$ cat config.mk
export PLATFORM = sky130hd
export DESIGN_NAME = ratchet_step_sequencer_top
export DESIGN_NICKNAME = d
export VERILOG_FILES = /design/src/rtl/rss_pkg.sv /design/src/rtl/rss_step_table.sv /design/src/rtl/rss_ratchet_match.sv /design/src/rtl/ratchet_step_sequencer_top.sv
export SDC_FILE = /design/constraint.sdc
export NUM_CORES = 1
export LEC_CHECK = 0
export BUFFER_PORTS_ARGS = -buffer_cell sky130_fd_sc_hd__clkbuf_2
export CELL_PAD_IN_SITES_DETAIL_PLACEMENT = 0
export CELL_PAD_IN_SITES_GLOBAL_PLACEMENT = 1
export CORE_AREA = 2 2 233 235
export CTS_CLUSTER_SIZE = 12
export DETAILED_ROUTE_END_ITERATION = 8
export DIE_AREA = 0 0 235 237
export GPL_TIMING_DRIVEN = 0
export PLACE_DENSITY_LB_ADDON = 0.1
export SLEW_MARGIN = 20
export SYNTH_ARGS = -nofsm -noshare
export SYNTH_HDL_FRONTEND = slang
export SYNTH_HIERARCHICAL = 1
export SYNTH_SLANG_ARGS = --single-unit
$ cat constraint.sdc
create_clock -name aclk -period 16.5 [get_ports aclk]
set_input_delay 0 -clock aclk [delete_from_list [all_inputs] [get_ports aclk]]
set_output_delay 0 -clock aclk [all_outputs]
set_load 0.02 [all_outputs]
$ cat src/rtl/rss_pkg.sv
// ----------------------------------------------------------------------------
// rss_pkg
// Shared types, constants and helpers of the ratchet step sequencer.
// ----------------------------------------------------------------------------
package rss_pkg;

    localparam int STEP_COUNT_DEF   = 16;
    localparam int MAX_RATCHETS_DEF = 4;

    localparam int LEN_W      = 24;
    localparam int CNT_W      = 16;
    localparam int STEP_NUM_W = 4;
    localparam int SLICE_W    = 4;
    localparam int RAT_FLD_W  = 3;
    localparam int RAT_W      = 4;
    localparam int CHANCE_W   = 9;
    localparam int PITCH_W    = 7;
    localparam int ROLL_W     = 8;
    localparam int SHOW_W     = 4;

    localparam int S_TDATA_W  = 40;
    localparam int M_TDATA_W  = 24;
    localparam int CFG_ADDR_W = 1;
    localparam int CFG_DATA_W = 24;

    localparam logic [LEN_W-1:0]    STEP_LENGTH_RESET = 24'd1536000;
    localparam logic [CHANCE_W-1:0] CHANCE_ALWAYS     = 9'd256;
    localparam logic [PITCH_W-1:0]  PITCH_MAX         = 7'd48;
    localparam logic [PITCH_W-1:0]  PITCH_MIN         = 7'b1010000;

    typedef enum logic [CFG_ADDR_W-1:0] {
        CFG_STEP_LENGTH = 1'b0,
        CFG_RUNNING     = 1'b1
    } cfg_reg_t;

    typedef enum logic {
        MODE_TICK  = 1'b0,
        MODE_WRITE = 1'b1
    } mode_t;

    typedef struct packed {
        logic [PITCH_W-1:0]   pitch;
        logic                 reverse;
        logic [CHANCE_W-1:0]  chance;
        logic [RAT_FLD_W-1:0] ratchets;
        logic [SLICE_W-1:0]   slice;
        logic                 active;
    } step_entry_t;

    // packed so that fire lands in bit 0 of the output word
    typedef struct packed {
        logic [SHOW_W-1:0]  current_step;
        logic [PITCH_W-1:0] pitch;
        logic               reverse;
        logic [SLICE_W-1:0] slice;
        logic               fire;
    } result_t;

    function automatic step_entry_t default_entry(input logic [SLICE_W-1:0] idx);
        step_entry_t e;
        e          = '0;
        e.slice    = idx;
        e.ratchets = 3'd1;
        e.chance   = CHANCE_ALWAYS;
        return e;
    endfunction

    function automatic logic [PITCH_W-1:0] clamp_pitch(input logic [PITCH_W-1:0] p);
        logic [PITCH_W-1:0] r;
        r = p;
        if ($signed(p) > $signed(PITCH_MAX)) begin
            r = PITCH_MAX;
        end else if ($signed(p) < $signed(PITCH_MIN)) begin
            r = PITCH_MIN;
        end
        return r;
    endfunction

endpackage

$ cat src/rtl/rss_step_table.sv
// ----------------------------------------------------------------------------
// rss_step_table
// Step entry memory with per-entry valid bits and a registered read port.
// ----------------------------------------------------------------------------
module rss_step_table #(
    parameter int STEP_COUNT = rss_pkg::STEP_COUNT_DEF
) (
    input  logic                          aclk,
    input  logic                          aresetn,
    input  logic                          wr_en,
    input  logic [$clog2(STEP_COUNT)-1:0] wr_idx,
    input  rss_pkg::step_entry_t          wr_entry,
    input  logic [$clog2(STEP_COUNT)-1:0] rd_addr_next,
    output rss_pkg::step_entry_t          rd_entry
);

    localparam int POS_W = $clog2(STEP_COUNT);

    rss_pkg::step_entry_t     mem_array [STEP_COUNT];
    logic [STEP_COUNT-1:0]    valid_reg;
    rss_pkg::step_entry_t     rd_data_reg;
    logic                     rd_valid_reg;
    logic [POS_W-1:0]         rd_addr_reg;
    logic                     bypass;

    // a write to the entry being fetched is forwarded
    assign bypass = wr_en && (wr_idx == rd_addr_next);

    always_ff @(posedge aclk) begin
        if (wr_en) begin
            mem_array[wr_idx] <= wr_entry;
        end
        rd_data_reg <= bypass ? wr_entry : mem_array[rd_addr_next];
    end

    always_ff @(posedge aclk) begin
        if (!aresetn) begin
            valid_reg    <= '0;
            rd_valid_reg <= 1'b0;
            rd_addr_reg  <= '0;
        end else begin
            if (wr_en) begin
                valid_reg[wr_idx] <= 1'b1;
            end
            rd_valid_reg <= bypass || valid_reg[rd_addr_next];
            rd_addr_reg  <= rd_addr_next;
        end
    end

    // never written entries read as the cleared pattern
    assign rd_entry = rd_valid_reg ? rd_data_reg
                                   : rss_pkg::default_entry(rss_pkg::SLICE_W'(rd_addr_reg));

endmodule

$ cat src/rtl/rss_ratchet_match.sv
// ----------------------------------------------------------------------------
// rss_ratchet_match
// Checks whether the sample count hits one of the ratchet offsets of a step.
// ----------------------------------------------------------------------------
module rss_ratchet_match #(
    parameter int MAX_RATCHETS = rss_pkg::MAX_RATCHETS_DEF
) (
    input  logic [rss_pkg::CNT_W-1:0]     sample_count,
    input  logic [rss_pkg::LEN_W-1:0]     step_length,
    input  logic [rss_pkg::RAT_FLD_W-1:0] ratchets,
    output logic                          hit
);

    localparam int PROD_W = 28;
    localparam int SCR_W  = rss_pkg::CNT_W + rss_pkg::RAT_W;
    localparam logic [rss_pkg::RAT_W-1:0] MAX_RAT = rss_pkg::RAT_W'(MAX_RATCHETS);

    logic [rss_pkg::RAT_W-1:0] raw;
    logic [rss_pkg::RAT_W-1:0] rat;
    logic [SCR_W-1:0]          sc_x_rat;
    logic [PROD_W-1:0]         win_lo;
    logic [PROD_W-1:0]         win_hi;
    logic [MAX_RATCHETS-1:0]   lane_hit;

    assign raw = {1'b0, ratchets};

    always_comb begin
        rat = raw;
        if (raw == '0) begin
            rat = rss_pkg::RAT_W'(1);
        end else if (raw > MAX_RAT) begin
            rat = MAX_RAT;
        end
    end

    // offset r hits when count*rat*256 <= r*len < (count+1)*rat*256
    assign sc_x_rat = SCR_W'(sample_count) * SCR_W'(rat);
    assign win_lo   = {sc_x_rat, 8'b0};
    assign win_hi   = win_lo + PROD_W'({rat, 8'b0});

    for (genvar lane = 0; lane < MAX_RATCHETS; lane++) begin : g_lane
        logic [PROD_W-1:0] lane_off;
        assign lane_off       = PROD_W'(step_length) * PROD_W'(lane);
        assign lane_hit[lane] = (rss_pkg::RAT_W'(lane) < rat)
                                && (lane_off >= win_lo) && (lane_off < win_hi);
    end

    assign hit = |lane_hit;

endmodule

$ cat src/rtl/ratchet_step_sequencer_top.sv
// ----------------------------------------------------------------------------
// ratchet_step_sequencer_top
// Sixteen-step ratchet trigger sequencer driven by one word per audio sample.
// ----------------------------------------------------------------------------
// Input words on s_: tuser 0 is a sample tick, tuser 1 writes one step entry.
// Every accepted word gives exactly one output word on m_ carrying the
// trigger (fire flag, slice, reverse, pitch) and the step position.
// Configuration: cfg_addr 0 sets the Q16.8 step length, cfg_addr 1 the
// running flag; write only while no word is in flight.
// The result word is registered on acceptance and is valid on m_ in the next cycle.
// Throughput: one word per cycle unless a held result stalls the input; a tick is resolved
// in a single pass through a 16x4 multiply and the per-ratchet window compares, and the step
// entry comes from a registered table read prefetched at the next position.
// Reset: position, sample count and held step clear, the table reads as the
// cleared pattern (inactive, slice equals index, one ratchet) at once,
// step length returns to 1536000 and running to 0.
// Stall: one output register; s_tready stays high while it is empty or
// being drained, so a held result blocks input for as long as m_tready is low.
// ----------------------------------------------------------------------------
module ratchet_step_sequencer_top #(
    parameter int STEP_COUNT   = rss_pkg::STEP_COUNT_DEF,
    parameter int MAX_RATCHETS = rss_pkg::MAX_RATCHETS_DEF
) (
    input  logic                           aclk,
    input  logic                           aresetn,
    input  logic                           s_tvalid,
    output logic                           s_tready,
    // step_number, step_active, step_slice, step_ratchets, step_chance,
    // step_reverse, step_pitch, random_roll, zero fill
    input  logic [rss_pkg::S_TDATA_W-1:0]  s_tdata,
    // mode
    input  logic                           s_tuser,
    output logic                           m_tvalid,
    input  logic                           m_tready,
    // trigger_fire, trigger_slice, trigger_reverse, trigger_pitch,
    // current_step, zero fill
    output logic [rss_pkg::M_TDATA_W-1:0]  m_tdata,
    input  logic                           cfg_wr_en,
    input  logic [rss_pkg::CFG_ADDR_W-1:0] cfg_addr,
    input  logic [rss_pkg::CFG_DATA_W-1:0] cfg_wdata
);

    localparam int POS_W = $clog2(STEP_COUNT);
    localparam logic [POS_W-1:0] POS_LAST = POS_W'(STEP_COUNT - 1);
    localparam int RES_W = $bits(rss_pkg::result_t);

    // input word fields
    logic [rss_pkg::STEP_NUM_W-1:0] in_step_number;
    rss_pkg::step_entry_t           in_entry;
    logic [rss_pkg::ROLL_W-1:0]     in_roll;

    // state
    logic [rss_pkg::LEN_W-1:0] step_length_reg, step_length_next;
    logic                      running_reg, running_next;
    logic [POS_W-1:0]          step_position_reg, step_position_next;
    logic [rss_pkg::CNT_W-1:0] sample_count_reg, sample_count_next;
    rss_pkg::step_entry_t      held_entry_reg, held_entry_next;
    logic                      step_passed_reg, step_passed_next;
    rss_pkg::result_t          result_reg, result_next;
    logic                      m_tvalid_reg, m_tvalid_next;

    logic                      s_acc;
    logic                      tick_run;
    logic                      step_first;
    logic                      step_end;
    logic                      wr_en;
    logic [POS_W-1:0]          wr_idx;
    rss_pkg::step_entry_t      tbl_entry;
    rss_pkg::step_entry_t      entry_now;
    logic                      passed_now;
    logic                      ratchet_hit;
    logic                      fire;
    logic [rss_pkg::CNT_W:0]   count_inc;

    assign in_step_number    = s_tdata[3:0];
    assign in_entry.active   = s_tdata[4];
    assign in_entry.slice    = s_tdata[8:5];
    assign in_entry.ratchets = s_tdata[11:9];
    assign in_entry.chance   = s_tdata[20:12];
    assign in_entry.reverse  = s_tdata[21];
    assign in_entry.pitch    = rss_pkg::clamp_pitch(s_tdata[28:22]);
    assign in_roll           = s_tdata[36:29];

    assign s_tready = !m_tvalid_reg || m_tready;
    assign s_acc    = s_tvalid && s_tready;
    assign tick_run = s_acc && (s_tuser == rss_pkg::MODE_TICK) && running_reg;

    assign wr_en  = s_acc && (s_tuser == rss_pkg::MODE_WRITE)
                    && (32'(in_step_number) < 32'(STEP_COUNT));
    assign wr_idx = POS_W'(in_step_number);

    rss_step_table #(
        .STEP_COUNT (STEP_COUNT)
    ) u_table (
        .aclk         (aclk),
        .aresetn      (aresetn),
        .wr_en        (wr_en),
        .wr_idx       (wr_idx),
        .wr_entry     (in_entry),
        .rd_addr_next (step_position_next),
        .rd_entry     (tbl_entry)
    );

    // the tick that opens a step latches its entry and rolls the chance
    assign step_first = (sample_count_reg == '0);
    assign entry_now  = step_first ? tbl_entry : held_entry_reg;
    assign passed_now = step_first
                        ? (tbl_entry.active && ({1'b0, in_roll} < tbl_entry.chance))
                        : step_passed_reg;

    rss_ratchet_match #(
        .MAX_RATCHETS (MAX_RATCHETS)
    ) u_match (
        .sample_count (sample_count_reg),
        .step_length  (step_length_reg),
        .ratchets     (entry_now.ratchets),
        .hit          (ratchet_hit)
    );

    assign fire      = tick_run && passed_now && ratchet_hit;
    assign count_inc = {1'b0, sample_count_reg} + 1'b1;
    assign step_end  = {count_inc, 8'b0} >= {1'b0, step_length_reg};

    always_comb begin
        step_length_next = step_length_reg;
        running_next     = running_reg;
        if (cfg_wr_en) begin
            unique case (cfg_addr)
                rss_pkg::CFG_STEP_LENGTH: step_length_next = cfg_wdata[rss_pkg::LEN_W-1:0];
                rss_pkg::CFG_RUNNING:     running_next     = cfg_wdata[0];
                default:                  running_next     = running_reg;
            endcase
        end
    end

    always_comb begin
        step_position_next = step_position_reg;
        sample_count_next  = sample_count_reg;
        held_entry_next    = held_entry_reg;
        step_passed_next   = step_passed_reg;
        if (tick_run) begin
            held_entry_next  = entry_now;
            step_passed_next = passed_now;
            if (step_end) begin
                sample_count_next  = '0;
                step_position_next = (step_position_reg == POS_LAST)
                                     ? '0 : step_position_reg + 1'b1;
            end else begin
                sample_count_next = count_inc[rss_pkg::CNT_W-1:0];
            end
        end
    end

    always_comb begin
        result_next              = '0;
        result_next.fire         = fire;
        result_next.current_step = rss_pkg::SHOW_W'(step_position_reg);
        if (fire) begin
            result_next.slice   = entry_now.slice;
            result_next.reverse = entry_now.reverse;
            result_next.pitch   = entry_now.pitch;
        end
    end

    always_comb begin
        m_tvalid_next = m_tvalid_reg;
        if (s_acc) begin
            m_tvalid_next = 1'b1;
        end else if (m_tready) begin
            m_tvalid_next = 1'b0;
        end
    end

    always_ff @(posedge aclk) begin
        if (!aresetn) begin
            step_length_reg   <= rss_pkg::STEP_LENGTH_RESET;
            running_reg       <= 1'b0;
            step_position_reg <= '0;
            sample_count_reg  <= '0;
            held_entry_reg    <= '0;
            step_passed_reg   <= 1'b0;
            m_tvalid_reg      <= 1'b0;
        end else begin
            step_length_reg   <= step_length_next;
            running_reg       <= running_next;
            step_position_reg <= step_position_next;
            sample_count_reg  <= sample_count_next;
            held_entry_reg    <= held_entry_next;
            step_passed_reg   <= step_passed_next;
            m_tvalid_reg      <= m_tvalid_next;
        end
    end

    always_ff @(posedge aclk) begin
        if (s_acc) begin
            result_reg <= result_next;
        end
    end

    assign m_tvalid = m_tvalid_reg;
    assign m_tdata  = {(rss_pkg::M_TDATA_W - RES_W)'(0), result_reg};

    // assertions
    a_pos_range: assert property (@(posedge aclk) disable iff (!aresetn)
        32'(step_position_reg) < 32'(STEP_COUNT))
        else $error("step position out of range");

    a_quiet_fields: assert property (@(posedge aclk) disable iff (!aresetn)
        m_tvalid_reg && !result_reg.fire |->
            result_reg.slice == '0 && result_reg.reverse == 1'b0 && result_reg.pitch == '0)
        else $error("trigger fields set without a trigger");

    a_frozen: assert property (@(posedge aclk) disable iff (!aresetn)
        s_acc && (s_tuser == rss_pkg::MODE_TICK) && !running_reg && !cfg_wr_en |=>
            $stable(step_position_reg) && $stable(sample_count_reg))
        else $error("frozen tick moved the sequencer");

    a_step_wrap: assert property (@(posedge aclk) disable iff (!aresetn)
        tick_run && step_end |=> sample_count_reg == '0)
        else $error("sample count not cleared at step end");

endmodule
==> reports/qor.txt, run 1 <==
Outcome = finished, final reports clean
H-tree depth = 2
Area leader, netlist = edfxtp_1
DR vias = 17800
Largest family of logic cells by synthesized area = compound AO/OA/AOI/OAI gates
Area post-placement = 28100 um^2
Clock skew = 0.0268 ns
Critical Path Start Type = flop
Core area = 53300 um^2
Hold path endpoint = u_table/mem_array[14][24]$_DFFE_PP_
Die width = 235 um
Compound-gate portion of the synthesized area = 0.113
Met2 GRT Util = 0.473
Min-delay src = s_tdata[25]
Syn Inst Count = 2034
Most frequent cells after synthesis = 417 x edfxtp_1, 171 x nand2_1, 159 x ha_1, 114 x a21oi_1, 93 x inv_1
Sink Count = 504
Dpl hpwl = 53600 um
Max frequency = 94.9 MHz
DRC errors left = 0
Area share of the largest cell type after synthesis = 0.477
CTS tree = done
Root Driver = clkbuf_16
Register area share after synthesis = 0.544
Maximum vdd ir drop = 0.0877 mV
Antenna viol nets, final = 0
Final GP Congestion = 0.888
Hold Path Cell Cnt = 3
Top-count cell post-synth = edfxtp_1
CTS Buf Count = 54
Mapped Area = 26200 um^2
Post-route setup TNS = 0 ns
Global-route wire length before repair = 109000 um
YS warnings = 6
Primary FF master, synth = edfxtp_1
Total Nets Final = 2508
Number of flip-flops in the largest register = 400
Tmin final = 10.54 ns
Number of global-route vias before repair = 17800
Post-CTS Repair Setup Buffers = 0
# port buffers = 84
CP peak stage delay = 0.61 ns
Kind of critical path = flop to flop
DR iter-0 viols = 1399
Count of final setup violators = 0
Setup WS post-layout = 5.96 ns
Busiest layer in global routing = met2
Hold Vio Cnt, Final = 0
Worst relative slew slack = 0.296
Asr flop ratio synth = 0
EDFF count, synth = 417
Share of layout cells above drive strength 1 = 0.164
R2R depth = 34
Layout Utilization = 0.568
Critical Path Sink Type = flop
Hold Path Class = input pin to flop
Tot GR Track Use = 0.262
RSZ-0062 raised after global routing = no
Post-route cell area = 30300 um^2
Post-Synth Adder-Cell Area = 0.0896
Vertical die dimension = 237 um
Worst path required time = 16.93 ns
GRT overflow = 0
WL per Instance = 24.5 um
R2R setup slack = 5.96 ns
Clock transition at path regs = 0.06 ns
Max-slew violation count = 0
Rows = 85
Clk buf depth = 3
Initial antenna violation count = 2
Post-Synth Simple-Gate Area = 0.107
Worst-Skew Late Latency = 0.60 ns
M1 GR Usage = 0.325
First-pass DRT Iterations = 6
Worst R2R End = m_tdata[9]$_SDFFCE_PN0P_
Pre-CTS setup slack = 6.03 ns
Seq cells post-synth = 504
Initial Util = 0.492
Final wirelength = 73600 um
Vias per cell = 5.95
Post-Synth XOR/XNOR Area = 0.0177
I/O Pins = 97
Fin crit share = 0.639
P per Cell Area = 91.7 nW/um^2
Synth unique cells = 98
Max-cap violations = 0
Worst slew pin tran = 1.06 ns
Crit path max fanout = 11
P_leak = 11.0 nW
Post-cts resize count = 0
Met3 GRT Util = 0.0393
Area Growth Syn to Fin = 15.4%
Crit path DAT = 10.97 ns
Die area = 55700 um^2
CTS hold repair buffers = 52
Multiplexer share of the synthesized area = 0.0926
Slowest-stage cell, CP = clkbuf_1
Synth area leaders = edfxtp_1 48%, ha_1 7.6%, dfxtp_1 6.6%
Largest net degree at the start of global routing = 20
Post-Syn Area per Cell = 12.9 um^2
## cell usage in the layout (no fill, tap or decap), drive strengths merged, types with 14 or more instances in the layout
| master | netlist | routed |
|---|---|---|
| nor3 | 47 | 47 |
| inv | 94 | 95 |
| o21ai | 61 | 61 |
| and2 | 31 | 31 |
| nand4 | 38 | 38 |
| nor2b | 52 | 52 |
| nand2b | 17 | 17 |
| dfxtp | 87 | 87 |
| a211oi | 39 | 39 |
| buf | 55 | 84 |
| edfxtp | 417 | 417 |
| ha | 159 | 159 |
| o211ai | 16 | 16 |
| xor2 | 23 | 23 |
| xnor2 | 29 | 29 |
| o21a | 27 | 27 |
| nor2 | 76 | 76 |
| a21o | 38 | 38 |
| fa | 17 | 17 |
| nand2 | 172 | 172 |
| mux2i | 39 | 39 |
| nand3 | 45 | 45 |
| a21oi | 116 | 116 |
| dlygate4sd3 | 0 | 52 |
| mux2 | 14 | 14 |
| clkbuf | 40 | 203 |
| nor4 | 14 | 14 |
| o31ai | 19 | 19 |
| mux4 | 82 | 82 |
| clkinv | 2 | 17 |
## critical path, delay by kind of cell (launching register included)
kind            cells  cell delay, ns
fa+ha+maj           3            1.21
buf+inv             9            2.81
mux                 1            0.29
flops               1            0.30
compound gates     11            2.89
simple gates        8            2.12
xor+xnor            2            0.71
## cells by family (layout without fill, tap and decap cells)
group / Yosys count / after routing
AND/OR/NAND/NOR: 541 / 541
flip-flops: 504 / 504
AO/OA/AOI/OAI: 432 / 432
buffers and inverters: 191 / 453
adder cells (fa/ha/maj): 178 / 178
multiplexers: 135 / 135
XOR/XNOR: 52 / 52
other: 1 / 8
## through the flow
step / cells / hold WS (ns) / power [mW]
2_1_floorplan: 2040 / 0.0989 / 1.58
3_3_place_gp: 2820 / 0.228 / 1.66
3_5_place_dp: 2849 / 0.232 / 1.67
4_1_cts: 2998 / 0.0216 / 2.80
5_1_grt: 2999 / 0.0455 / 2.88
6_report: 2999 / 0.0566 / 2.77
## layer usage
layer / part of all wire / vias up
met3: 0.055 / 135
met4: 0.027 / 0
met5: 0 / -
met2: 0.51 / 562
li1: - / 8286
met1: 0.41 / 8857
## power breakdown
group	switching [mW]	total, mW	internal (mW)
Sequential	0.0146	1.41	1.39
Clock	0.489	1.12	0.626
Combinational	0.154	0.251	0.0974
Total	0.658	2.77	2.12
## how the worst max path moves through the flow
stage | from | to | slack, ns | cells past startpoint
global route | flop | m_tdata[9]$_SDFFCE_PN0P_ | 5.30 | 34
detailed placement | flop | m_tdata[9]$_SDFFCE_PN0P_ | 6.03 | 34
finish | flop | m_tdata[9]$_SDFFCE_PN0P_ | 5.96 | 34
CTS | flop | m_tdata[9]$_SDFFCE_PN0P_ | 5.94 | 34
global placement | flop | m_tdata[9]$_SDFFCE_PN0P_ | 5.83 | 34
floorplan | flop | m_tdata[10]$_SDFFCE_PN0P_ | 8.56 | 36
## area by class of cell
| class | count | area (um^2) |
|---|---|---|
| fill | 4433 | 23000 |
| sequential | 504 | 14300 |
| inverter | 96 | 360 |
| tap | 696 | 871 |
| buffer | 95 | 577 |
| multi-input combinational | 1345 | 11200 |
| clock buffer | 79 | 1490 |
| antenna | 1 | 2.50 |
| timing repair buffer | 165 | 1400 |
| clock inverter | 18 | 145 |
Power figures use the tool's default switching activity.
==> run 2, diff against run 1 <==
==> constraint.sdc (replaced) <==
create_clock -name aclk -period 10 [get_ports aclk]
set_input_delay 0 -clock aclk [delete_from_list [all_inputs] [get_ports aclk]]
set_output_delay 0 -clock aclk [all_outputs]
set_load 0.02 [all_outputs]
==> run 2 against run 1 <==
- die area unchanged
- sequential power grew 65%
- cell area rose by 0.17%
- worst hold slack got worse by 0.0013 ns
- sequential share of layout area shrank 0.078 points
- first-iteration DRC count increased by 9.0%
- largest cell class unchanged
==> reports/qor.txt, run 2 (synthesized netlist as in run 1, its figures left out) <==
R2R setup slack = 0.54 ns (was 5.96 ns)
Maximum vdd ir drop = 0.145 mV (was 0.0877 mV)
Most frequent cells in the layout = 417 x edfxtp_1, 171 x nand2_1, 159 x ha_1 (unchanged)
Worst relative slew slack = 0.318 (was 0.296)
Crit path DAT = 9.89 ns (was 10.97 ns)
GRT overflow = 0 (unchanged)
CTS Buf Count = 54 (unchanged)
Most common cell after layout, fill and taps aside = edfxtp_1 (unchanged)
CP delay by family, top = compound AO/OA/AOI/OAI gates (unchanged)
Number of global-route vias before repair = 17800 (about the same)
P_leak = 11.0 nW (about the same)
Vertical die dimension = 237 um (unchanged)
Layout Utilization = 0.569 (was 0.568)
Rows = 85 (unchanged)
Crit path max fanout = 10 (was 11)
CP peak stage delay = 0.73 ns (was 0.61 ns)
Largest net degree at the start of global routing = 20 (unchanged)
Number of flip-flops in the largest register = 400 (unchanged)
Initial Util = 0.492 (unchanged)
DR vias = 17900 (was 17800)
Global-route wire length before repair = 109000 um (about the same)
Tmin final = 9.46 ns (was 10.54 ns)
Worst path required time = 10.43 ns (was 16.93 ns)
Max-slew violation count = 0 (unchanged)
Count of final setup violators = 0 (unchanged)
Area Growth Syn to Fin = 15.6% (was 15.4%)
Buf/Inv on CP = 7 (was 9)
Tot GR Track Use = 0.262 (about the same)
Critical Path Start Type = flop (unchanged)
Min-delay src = s_tdata[25] (unchanged)
Kind of critical path = flop to flop (unchanged)
Slowest-stage cell, CP = o21ai_1 (was clkbuf_1)
DR iter-0 viols = 1525 (was 1399)
Die width = 235 um (unchanged)
Final hold slack = 0.0553 ns (was 0.0566 ns)
Max frequency = 106 MHz (was 94.9 MHz)
Initial antenna violation count = 2 (unchanged)
Fin crit share = 0.946 (was 0.639)
H-tree depth = 2 (unchanged)
DRC errors left = 0 (unchanged)
Most common cell on crit path = a21o_1
Root Driver = clkbuf_16 (unchanged)
First-pass DRT Iterations = 5 (was 6)
Filler cells = 4440 (was 4433)
Core area = 53300 um^2 (unchanged)
Final wirelength = 73600 um (about the same)
Vias per cell = 5.95 (about the same)
I/O Pins = 97 (unchanged)
Die area = 55700 um^2 (unchanged)
Worst slew pin tran = 1.02 ns (was 1.06 ns)
Worst-Skew Late Latency = 0.61 ns (was 0.60 ns)
Hold Vio Cnt, Final = 0 (unchanged)
Hold Path Class = input pin to flop (unchanged)
Final GP Congestion = 0.888 (unchanged)
Post-route setup TNS = 0 ns (unchanged)
Clock skew = 0.0325 ns (was 0.0268 ns)
# port buffers = 84 (unchanged)
Total Nets Final = 2508 (unchanged)
Dpl hpwl = 53600 um (unchanged)
Clock transition at path regs = 0.06 ns (about the same)
WL per Instance = 24.5 um (about the same)
P per Cell Area = 151 nW/um^2 (was 91.7 nW/um^2)
Antenna viol nets, final = 0 (unchanged)
CTS tree = done (unchanged)
Clk buf depth = 3 (unchanged)
Share of layout cells above drive strength 1 = 0.168 (was 0.164)
Sink Count = 504 (unchanged)
Max-cap violations = 0 (unchanged)
Outcome = finished, final reports clean (unchanged)
Critical Path Sink Type = flop (unchanged)
-- run 2: metal layers --
metal / track usage / up-vias / share of wire
met5: 0 / - / 0
met4: 0.0896 / 0 / 0.034
met3: 0.0435 / 139 / 0.055
met2: 0.467 / 565 / 0.51
met1: 0.322 / 8867 / 0.41
li1: - / 8281 / -
-- run 2: final cells by class --
class                           count  area (um^2)  share of cell area
Sequential cell                   504        14300               0.471
Multi-Input combinational cell   1345        11200               0.369
Clock buffer                       79         1490              0.0490
Timing Repair Buffer              166         1400              0.0463
Tap cell                          696          871              0.0287
Buffer                             94          582              0.0192
Inverter                           96          360              0.0119
Clock inverter                     18          145             0.00479
Antenna cell                        1         2.50           0.0000826
-- run 2: worst paths after layout --
| path | end | cells after the start |
|---|---|---|
| worst max-delay path | m_tdata[9]$_SDFFCE_PN0P_ | 35 |
| worst min-delay path | u_table/mem_array[14][24]$_DFFE_PP_ | 3 |
| worst max register to register | m_tdata[9]$_SDFFCE_PN0P_ | 35 |
| worst min register to register | held_entry_reg[4]$_SDFFE_PN0P_ | 2 |
-- run 2: metrics by stage --
step           std cells  instance area, um^2  worst slack [ns]  power [mW]
2_1_floorplan       2040                26200              2.06        2.61
4_1_cts             2999                30300             0.106        4.62
6_report            2999                30300             0.544        4.58
3_5_place_dp        2849                28100            -0.473        2.76
3_3_place_gp        2820                27500            -0.674        2.75
5_1_grt             2999                30300           -0.0625        4.75
-- run 2: timing repair --
action,CTS,global route
buffers inserted,1,0
hold buffers,52,0
gates resized for setup,3,10
pin swaps,1,0
endpoints found under the setup margin,13,13
endpoints found under the hold margin,352,0
-- run 2: tightest hold or removal path: cells and delay by family --
family          cells  cell delay [ns]
simple gates        1             0.28
buf+inv             1             0.09
compound gates      1             0.08
-- run 2: power breakdown --
part	switching [mW]	total [mW]	internal [mW]
Clock	0.808	1.84	1.03
Combinational	0.254	0.416	0.162
Sequential	0.0241	2.32	2.30
